**src/design/pbslc_pkg.sv**
```systemverilog
package pbslc_pkg;

    localparam int unsigned MAX_DECODED = 32767;
    localparam int unsigned LEN_W       = 16;
    localparam int unsigned OUT_LEN_W   = 15;
    localparam logic [7:0]  HDR_INVALID = 8'h80;

    typedef enum logic [2:0] {
        MODE_HEADER  = 3'b001,
        MODE_LITERAL = 3'b010,
        MODE_REPEAT  = 3'b100
    } pbslc_mode_t;

    typedef struct packed {
        logic [OUT_LEN_W-1:0] length;
        logic                 error;
    } pbslc_result_t;

endpackage

```
**src/design/packbits_stream_length_check.sv**
```systemverilog
// Channel   Direction  Handshake            Payload
// in        sink       in_valid / in_ready  stream_byte[7:0], final_byte
// out       source     out_valid/out_ready  decoded_length[14:0], stream_error
//
// One item per cycle unless a final item waits on a stalled result; out_valid is set as that item steps.
// Path: input register, combinational parser/length update, result register.
// Reset clears the parser state and both valid flags; no clearing pass.
// A stalled result holds the final item in the input register; non-final items keep flowing.
module packbits_stream_length_check (
    input  logic        clk,
    input  logic        rst_n,
    input  logic        in_valid,
    output logic        in_ready,
    input  logic [7:0]  stream_byte,
    input  logic        final_byte,
    output logic        out_valid,
    input  logic        out_ready,
    output logic [14:0] decoded_length,
    output logic        stream_error
);
    import pbslc_pkg::*;

    logic          in_valid_reg;
    logic [7:0]    byte_reg;
    logic          final_reg;
    logic          advance;
    logic          out_valid_reg;
    pbslc_result_t result_reg;
    pbslc_result_t result_next;

    // a final item needs a free result slot before it can step
    assign advance  = in_valid_reg && (!final_reg || !out_valid_reg || out_ready);
    assign in_ready = !in_valid_reg || advance;

    pbslc_core u_core (
        .clk        (clk),
        .rst_n      (rst_n),
        .step_en    (advance),
        .step_byte  (byte_reg),
        .step_final (final_reg),
        .result     (result_next)
    );

    always_ff @(posedge clk or negedge rst_n)
    begin
        if (!rst_n)
        begin
            in_valid_reg <= 1'b0;
        end
        else if (in_ready)
        begin
            in_valid_reg <= in_valid;
        end
    end

    always_ff @(posedge clk)
    begin
        if (in_ready && in_valid)
        begin
            byte_reg  <= stream_byte;
            final_reg <= final_byte;
        end
    end

    always_ff @(posedge clk or negedge rst_n)
    begin
        if (!rst_n)
        begin
            out_valid_reg <= 1'b0;
        end
        else if (advance && final_reg)
        begin
            out_valid_reg <= 1'b1;
        end
        else if (out_ready)
        begin
            out_valid_reg <= 1'b0;
        end
    end

    always_ff @(posedge clk)
    begin
        if (advance && final_reg)
        begin
            result_reg <= result_next;
        end
    end

    assign out_valid      = out_valid_reg;
    assign decoded_length = result_reg.length;
    assign stream_error   = result_reg.error;

    a_error_zero_len: assert property (@(posedge clk) disable iff (!rst_n)
        (out_valid && stream_error) |-> decoded_length == '0)
        else $error("error result with nonzero length");

    a_hold_stalled: assert property (@(posedge clk) disable iff (!rst_n)
        (in_valid_reg && !advance) |=> (in_valid_reg && $stable(byte_reg)
            && $stable(final_reg)))
        else $error("stalled input item lost");

    a_stall_only_final: assert property (@(posedge clk) disable iff (!rst_n)
        (in_valid_reg && !advance) |-> (final_reg && out_valid_reg && !out_ready))
        else $error("input stalled without a blocked result");

endmodule

```
**src/design/pbslc_core.sv**
```systemverilog
module pbslc_core (
    input  logic                     clk,
    input  logic                     rst_n,
    input  logic                     step_en,
    input  logic [7:0]               step_byte,
    input  logic                     step_final,
    output pbslc_pkg::pbslc_result_t result
);
    import pbslc_pkg::*;

    pbslc_mode_t        mode_reg, mode_next;
    logic [7:0]         remain_reg, remain_next;
    logic [LEN_W-1:0]   length_reg, length_next;
    logic               error_reg, error_next;

    logic [7:0]         amount;
    logic               add_en;
    logic [LEN_W-1:0]   sum;
    logic               final_err;

    always_comb
    begin
        mode_next   = mode_reg;
        remain_next = remain_reg;
        error_next  = error_reg;
        add_en      = 1'b0;
        amount      = 8'd0;
        if (!error_reg)
        begin
            case (mode_reg)
                MODE_LITERAL:
                begin
                    if (remain_reg != 8'd0)
                    begin
                        remain_next = remain_reg - 8'd1;
                    end
                    if (remain_next == 8'd0)
                    begin
                        mode_next = MODE_HEADER;
                    end
                end
                MODE_REPEAT:
                begin
                    mode_next = MODE_HEADER;
                end
                default:
                begin
                    if (!step_byte[7])
                    begin
                        remain_next = {1'b0, step_byte[6:0]} + 8'd1;
                        mode_next   = MODE_LITERAL;
                        amount      = remain_next;
                        add_en      = 1'b1;
                    end
                    else if (step_byte == HDR_INVALID)
                    begin
                        error_next = 1'b1;
                    end
                    else
                    begin
                        // repeat run worth 257 minus the header
                        mode_next = MODE_REPEAT;
                        amount    = 8'(9'd257 - {1'b0, step_byte});
                        add_en    = 1'b1;
                    end
                end
            endcase
        end

        sum         = length_reg + LEN_W'(amount);
        length_next = length_reg;
        if (add_en)
        begin
            if (sum > LEN_W'(MAX_DECODED))
            begin
                error_next  = 1'b1;
                length_next = '0;
            end
            else
            begin
                length_next = sum;
            end
        end

        final_err     = error_next || (mode_next != MODE_HEADER);
        result.error  = final_err;
        result.length = final_err ? '0 : length_next[OUT_LEN_W-1:0];
    end

    always_ff @(posedge clk or negedge rst_n)
    begin
        if (!rst_n)
        begin
            mode_reg   <= MODE_HEADER;
            remain_reg <= '0;
            length_reg <= '0;
            error_reg  <= 1'b0;
        end
        else if (step_en)
        begin
            if (step_final)
            begin
                // start the next stream clean
                mode_reg   <= MODE_HEADER;
                remain_reg <= '0;
                length_reg <= '0;
                error_reg  <= 1'b0;
            end
            else
            begin
                mode_reg   <= mode_next;
                remain_reg <= remain_next;
                length_reg <= length_next;
                error_reg  <= error_next;
            end
        end
    end

    a_literal_count: assert property (@(posedge clk) disable iff (!rst_n)
        (mode_reg == MODE_LITERAL && !error_reg) |-> remain_reg != 8'd0)
        else $error("literal mode with no bytes left to skip");

    a_final_clears: assert property (@(posedge clk) disable iff (!rst_n)
        (step_en && step_final) |=>
            (mode_reg == MODE_HEADER && length_reg == '0 && !error_reg))
        else $error("state not cleared after final item");

    a_length_bound: assert property (@(posedge clk) disable iff (!rst_n)
        length_reg <= LEN_W'(MAX_DECODED))
        else $error("running length above maximum");

endmodule
```
**config.mk**
```make
export PLATFORM = sky130hd
export DESIGN_NAME = packbits_stream_length_check
export DESIGN_NICKNAME = d
export VERILOG_FILES = /design/src/design/pbslc_pkg.sv /design/src/design/packbits_stream_length_check.sv /design/src/design/pbslc_core.sv
export SDC_FILE = /design/constraint.sdc
export NUM_CORES = 1
export LEC_CHECK = 0
export ABC_AREA = 1
export BUFFER_PORTS_ARGS = -buffer_cell sky130_fd_sc_hd__buf_2
export CAP_MARGIN = 20
export CELL_PAD_IN_SITES_DETAIL_PLACEMENT = 1
export CELL_PAD_IN_SITES_GLOBAL_PLACEMENT = 1
export CORE_MARGIN = 3
export CORE_UTILIZATION = 41
export DETAILED_ROUTE_END_ITERATION = 10
export MAX_ROUTING_LAYER = met4
export PLACE_DENSITY = 0.74
export SYNTH_ARGS = -nofsm -noshare
export SYNTH_HDL_FRONTEND = slang
export SYNTH_HIERARCHICAL = 1
export SYNTH_SLANG_ARGS = --single-unit
```
**constraint.sdc**
```tcl
create_clock -name clk -period 2.9 [get_ports clk]
set_input_delay 0.145 -clock clk [delete_from_list [all_inputs] [get_ports clk]]
set_output_delay 0.145 -clock clk [all_outputs]
set_load 0.005 [all_outputs]
```
==> impl_metrics.json, run 1 <==
{
  "syn_avg_cell_area_um2": 7.97,
  "powerDensity_mw_per_mm2": 657,
  "io_buffers": 30,
  "grt_max_degree": 31,
  "ys_seq_area_share_pct": 40.7,
  "pre_cts_ws_ns": -0.244,
  "busiest_layer": "met2",
  "fin_ws_ns": -0.283,
  "syn-num-nets": 491,
  "io_pins": 31,
  "end_kind": "flop",
  "slew_headroom_pct": 47.5,
  "grt_use_total_pct": 24.6,
  "die_h_um": 101,
  "path_clk_slew_ns": 0.11,
  "wl_per_cell_um": 20.7,
  "async_reset_ff_share_pct": 54.5,
  "detail-route-antenna-nets": 0,
  "pwr-share-comb_pct": 55.5,
  "cts_root_buffer": "clkbuf_8",
  "cts_buffers": 5,
  "synth_ff_type": "dfrtp_1",
  "wl_um": 14000,
  "p_clk_share_pct": 13.7,
  "die_w_um": 101,
  "grt_pass1_vias": 3826,
  "floorplan.initialDensity_pct": 43.6,
  "finalPower_uw": 3380,
  "yosysUniqueCellTypes": 50,
  "tritoncts": "done",
  "largest_reg_flops": 16,
  "die_area_mm2": 0.0102,
  "path_max_fanout": 5,
  "p_seq_share_pct": 30.8,
  "arrival_ns": 3.24,
  "drc_errors": 0,
  "clock_latency_ns": 0.32,
  "cellLeakagePower_uw": 0.00237,
  "finalNonFillerCells": 677,
  "drt_iter0_drc": 190,
  "synth.ff_latch_count": 55,
  "cp_data_required_time_ns": 2.96,
  "timing.rr.start": "byte_reg[2]$_DFFE_PP_",
  "fillerInstances": 1005,
  "hp-class": "in2reg",
  "syn_inst": 463,
  "internal-power_uw": 1890,
  "vdd_drop_max_mv": 0.379,
  "post-dp-hpwl_um": 8340,
  "final_layout_size_suffix_gt1_share_pct": 38.5,
  "slew_violations": 0,
  "drv_cap": 0,
  "ys_warn_count": 6,
  "gp_congestion": 0.906,
  "timing.fmax_mhz": 314,
  "num_rows": 33,
  "syn_area_mm2": 0.00369,
  "cts_buffer_depth": 2,
  "synth_edf_count": 25,
  "cts-htree-levels": 2,
  "startpoint": "byte_reg[2]$_DFFE_PP_",
  "core_mm2": 0.00846,
  "p_sw_share_pct": 44.1,
  "use_met2_pct": 42.5,
  "multi_input_area_mm2": 0.00242,
  "grt_pass1_wl_um": 19200,
  "gr-total-overflow": 0,
  "setup.worst_path.class": "reg2reg",
  "hp-start": "in_valid",
  "status": "finished with violations",
  "rsz0062_at_grt": "yes",
  "met3_usage_pct": 2.63,
  "via_per_inst": 5.60,
  "fin_nets": 599,
  "grt_util_met1_pct": 31.7,
  "worst_pin_slew_ns": 0.788,
  "final-hold-violation-count": 0,
  "regArea_mm2": 0.00150,
  "setup_viol": 31,
  "drtPass1Iterations": 4,
  "antenna_found_initial": 0,
  "num_antenna_cells": 0,
  "critPathLaunchType": "flop",
  "place_inst": 641,
  "vias": 3792,
  "cts.sinks": 55,
  "violations": "negative setup slack",
  "clock_skew_ns": 0.0114,
  "period_share_pct": 110,
  "p_switching_uw": 1490,
  "fin_crit_ns": 3.18,
  "area_growth_pct": 39.3
}
metrics by stage:
stage	setup TNS [ns]	hold WS [ns]	instance area [µm²]	util [%]
3_3_place_gp	-1.08	0.276	4370	51.6
5_1_grt	-10.28	0.0628	5140	60.8
3_5_place_dp	-4.91	0.287	4370	51.6
4_1_cts	-2.24	0.0209	4720	55.7
6_report	-6.58	0.0576	5140	60.8
2_1_floorplan	-0.0754	-0.151	3750	-
kinds of logic after synthesis:
logic type	count (synthesis)	synth area share (%)
AND/OR/NAND/NOR	259	33.3
XOR/XNOR	13	3.08
adder cells (fa/ha/maj)	15	5.29
flip-flops	55	40.7
AO/OA/AOI/OAI	64	10.8
buffers and inverters	57	6.74
area by class of cell:
class                      count  share of cell area, %
clock buffer                   5                   1.34
clock inverter                 3                  0.487
inverter                      48                   3.65
multi-input combinational    351                   47.1
sequential                    55                   29.2
tap                          105                   2.55
timing repair buffer         110                   15.7
power by group through the flow:
stage | clock, µW | sequential [µW] | combinational (µW)
after detailed placement | 0 | 1040 | 1380
after CTS | 473 | 1020 | 1480
after floorplan | 0 | 1010 | 911
final | 464 | 1040 | 1870
after global routing | 497 | 1050 | 2000
after global placement | 0 | 1030 | 1310
layer usage:
metal	share of wire [%]	wire, µm	vias to the layer above
met5	0	0	-
met4	2.5	350	0
met3	4.6	651	32
met2	51	7160	120
met1	42	5860	1889
li1	-	-	1751
Yosys cell counts, drive strengths merged, types with 3 or more instances:
| library cell | n | area, µm² |
|---|---|---|
| o22ai | 5 | 37.5 |
| nand2 | 148 | 593 |
| nor3 | 7 | 46.3 |
| nand3 | 40 | 245 |
| xnor2 | 3 | 26.3 |
| edfxtp | 25 | 751 |
| a31oi | 3 | 18.8 |
| nor2 | 47 | 223 |
| inv | 46 | 175 |
| xor2 | 10 | 87.6 |
| ha | 14 | 175 |
| dfrtp | 29 | 726 |
| o32ai | 4 | 35.0 |
| a21oi | 25 | 148 |
| o21ai | 19 | 98.9 |
| nand4 | 9 | 68.8 |
| nand3b | 3 | 22.5 |
| buf | 7 | 58.8 |
critical path, cell delays in order (launching register included):
cell and delay [ns]:
edfxtp_1 0.50, buf_6 0.14, nand3_4 0.09, nor3_4 0.23, xor2_2 0.25, o21ai_1 0.10, a31oi_1 0.20, ha_1 0.33
a21oi_2 0.19, o21a_1 0.20, nand2_4 0.07, nand2_4 0.07, nand2_2 0.06, nand2_2 0.08, nand2_4 0.08, buf_12 0.14
nand4_1 0.08, a21oi_1 0.08
cells in the final DEF, fill, tap and decap left out, types with 6 or more instances in the layout:
| master | Yosys | layout |
|---|---|---|
| a21oi_1 | 19 | 12 |
| a21oi_2 | 6 | 9 |
| buf_2 | 2 | 30 |
| buf_4 | 2 | 64 |
| dfrtp_1 | 29 | 29 |
| dlygate4sd3_1 | 0 | 10 |
| edfxtp_1 | 25 | 25 |
| ha_1 | 14 | 8 |
| inv_1 | 43 | 39 |
| nand2_1 | 139 | 120 |
| nand2_2 | 6 | 17 |
| nand2_4 | 3 | 11 |
| nand3_1 | 34 | 24 |
| nand3_2 | 4 | 7 |
| nand3_4 | 2 | 9 |
| nand4_1 | 7 | 7 |
| nor2_1 | 38 | 34 |
| nor2_2 | 6 | 6 |
| nor2_4 | 2 | 6 |
| o21ai_0 | 14 | 6 |
| o21ai_1 | 4 | 6 |
| xor2_1 | 10 | 7 |
worst paths after layout:
kind | end | slack (ns) | depth (start not counted)
max in group asynchronous | u_core/length_reg[13]$_DFFE_PN0P_ | 1.96 | 2
min reg2reg | u_core/length_reg[0]$_DFFE_PN0P_ | 0.54 | 2
max reg2reg | decoded_length[14]$_DFFE_PP_ | -0.28 | 17
max | decoded_length[14]$_DFFE_PP_ | -0.28 | 17
min in group asynchronous | in_valid_reg$_DFFE_PN0P_ | 0.44 | 2
min | in_valid_reg$_DFFE_PN0P_ | 0.06 | 3
repair_timing:
action                     CTS  global route
resized for setup           28            71
setup buffers                5            13
setup endpoints to repair   31            31
pin swaps                   14            36
hold buffers                10             0
hold endpoints to repair    38             0
(Power assumes the default switching activity.)
==> run 2: changes to the inputs <==
- ABC_AREA: 1 -> unset
- ABC_CLOCK_PERIOD_IN_PS: unset -> 2900
- CORE_UTILIZATION: 41 -> 42
- PLACE_DENSITY: 0.74 -> 0.73
==> run 2 against run 1 <==
Effect of this change:
- the flow still finishes with violations (negative setup slack)
- worst hold slack improved by 0.020 ns
- sequential power barely moved
- wire length fell by 4.0%
- register-to-register slack got worse by 0.43 ns
- critical path type unchanged
==> impl_metrics.json, run 2 <==
{
  "die_area_mm2": 0.00962,
  "end_kind": "flop",
  "timing.fmax_mhz": 277,
  "detail-route-antenna-nets": 0,
  "final_layout_size_suffix_gt1_share_pct": 42.3,
  "final_common_cell": "buf_4",
  "cts_root_buffer": "clkbuf_8",
  "fin_ws_ns": -0.715,
  "ys_warn_count": 6,
  "cts-htree-levels": 2,
  "post-dp-hpwl_um": 7090,
  "syn_area_mm2": 0.00356,
  "synth.ff_latch_count": 55,
  "worst_pin_slew_ns": 0.774,
  "synth_edf_count": 25,
  "grt_max_degree": 31,
  "io_pins": 31,
  "status": "finished with violations",
  "gr-total-overflow": 0,
  "critPathLaunchType": "flop",
  "vias": 3520,
  "vdd_drop_max_mv": 0.448,
  "path_max_fanout": 6,
  "clock_latency_ns": 0.33,
  "syn_avg_cell_area_um2": 9.92,
  "yosysMostFrequentCell": "nor2_1",
  "yosys-top-cells-area": "edfxtp_1 (21%), dfrtp_1 (20%), ha_1 (4.9%), nor2_1 (4.3%), a22o_1 (3.9%)",
  "hp-start": "in_valid",
  "wl_um": 13500,
  "gp_congestion": 0.863,
  "cp_data_required_time_ns": 3.16,
  "syn-num-nets": 387,
  "grt_use_total_pct": 24.1,
  "fin_area_mm2": 0.00501,
  "grt_pass1_vias": 3606,
  "ys_seq_area_share_pct": 42.2,
  "cts.sinks": 55,
  "clock_skew_ns": 0.0139,
  "grt_pass1_wl_um": 18300,
  "largest_reg_flops": 16,
  "die_w_um": 98.1,
  "core_mm2": 0.00797,
  "drtPass1Iterations": 5,
  "drt_iter0_drc": 215,
  "wl_per_cell_um": 23.5,
  "synth_top_cell_area_share_pct": 21.1,
  "pre_cts_ws_ns": -0.519,
  "arrival_ns": 3.87,
  "async_reset_ff_share_pct": 54.5,
  "cts_buffers": 5,
  "yosysTopAreaCell": "edfxtp_1",
  "place_inst": 530,
  "startpoint": "byte_reg[5]$_DFFE_PP_",
  "placed_area_mm2": 0.00420,
  "final_cell_mix": "buf_4 (68), nor2_1 (34), buf_2 (30)",
  "area_growth_pct": 40.7,
  "violations": "negative setup slack",
  "final-hold-violation-count": 0,
  "slew_headroom_pct": 48.4,
  "tritoncts": "done",
  "fin_crit_ns": 3.61,
  "floorplan.initialDensity_pct": 44.7,
  "synth_ff_type": "dfrtp_1",
  "rsz0062_at_grt": "yes",
  "period_share_pct": 125,
  "num_rows": 32,
  "num_antenna_cells": 0,
  "yosys-top-cells-count": "nor2_1 (41), dfrtp_1 (29), edfxtp_1 (25)",
  "hp-class": "in2reg",
  "antenna_found_initial": 0,
  "setup_viol": 22,
  "slew_violations": 0,
  "cts_buffer_depth": 2,
  "die_h_um": 98.1,
  "path_clk_slew_ns": 0.13,
  "io_buffers": 30,
  "via_per_inst": 6.14,
  "powerDensity_mw_per_mm2": 640,
  "timing.rr.start": "byte_reg[5]$_DFFE_PP_",
  "fin_nets": 498,
  "syn_inst": 359,
  "yosysUniqueCellTypes": 68,
  "setup.worst_path.class": "reg2reg",
  "drv_cap": 0,
  "cellLeakagePower_uw": 0.00203,
  "finalNonFillerCells": 573,
  "drc_errors": 0
}
[run 2: power breakdown]
part / leakage, µW / internal [µW] / switching, µW
registers: 0.000637 / 923 / 144
clock network: 0.0000467 / 181 / 318
logic: 0.00135 / 742 / 900
[run 2: stage by stage]
stage | setup TNS, ns | hold slack, ns | util (%) | total power (µW)
5_1_grt | -14.66 | 0.0862 | 62.9 | 3350
4_1_cts | -6.78 | 0.0160 | 59.3 | 2900
2_1_floorplan | -5.22 | -0.151 | - | 1870
3_3_place_gp | -7.99 | 0.258 | 52.7 | 2220
6_report | -11.87 | 0.0780 | 62.9 | 3210
3_5_place_dp | -9.59 | 0.264 | 52.7 | 2280
[run 2: layout make-up]
class	count	area [µm²]
Clock buffer	5	68.8
Clock inverter	3	27.5
Fill cell	856	2960
Inverter	18	67.6
Multi-Input combinational cell	270	2310
Sequential cell	55	1500
Tap cell	102	128
Timing Repair Buffer	120	905
[run 2: kinds of logic after synthesis]
family                   Yosys count  synth area share (%)
flip-flops                        55                  42.2
buffers and inverters             34                  6.18
adder cells (fa/ha/maj)           15                  5.48
multiplexers                       2                 0.562
XOR/XNOR                          21                  5.17
AO/OA/AOI/OAI                    101                  20.8
AND/OR/NAND/NOR                  131                  19.6
[run 2: routing by layer]
metal / routed length (µm) / global-route usage (%) / part of all wire [%] / up-vias
li1: - / - / - / 1554
met1: 5550 / 30.4 / 41 / 1796
met2: 7060 / 40.9 / 52 / 140
met3: 547 / 2.50 / 4.1 / 30
met4: 306 / 6.92 / 2.3 / 0
met5: 0 / - / 0 / -
[run 2: what timing repair did]
action / 4_1_cts / 5_1_grt
resized for setup: 37 / 40
hold endpoints to repair: 38 / 0
pin swaps: 34 / 38
hold buffers: 10 / 0
setup endpoints to repair: 22 / 22
buffers inserted: 18 / 12
cloned: 0 / 0
[run 2: final timing paths]
kind,cells past startpoint,endpoint,slack (ns)
max in group asynchronous,2,u_core/remain_reg[6]$_DFFE_PN0P_,1.95
max,15,u_core/length_reg[10]$_DFFE_PN0P_,-0.71
min reg2reg,1,u_core/length_reg[7]$_DFFE_PN0P_,0.58
max reg2reg,15,u_core/length_reg[10]$_DFFE_PN0P_,-0.71
min in group asynchronous,2,u_core/length_reg[4]$_DFFE_PN0P_,0.45
min,2,in_valid_reg$_DFFE_PN0P_,0.08
[run 2: worst max-delay path: stages (launching register included)]
cell,delay [ns]
edfxtp_1,0.47
nor4_4,0.42
buf_4,0.18
buf_4,0.10
a21oi_1,0.07
a311oi_1,0.28
a211oi_2,0.11
ha_1,0.26
nor2_1,0.15
o211ai_1,0.12
buf_4,0.18
o311ai_4,0.32
buf_4,0.18
a211oi_4,0.05
nor3b_4,0.38
a22o_1,0.26
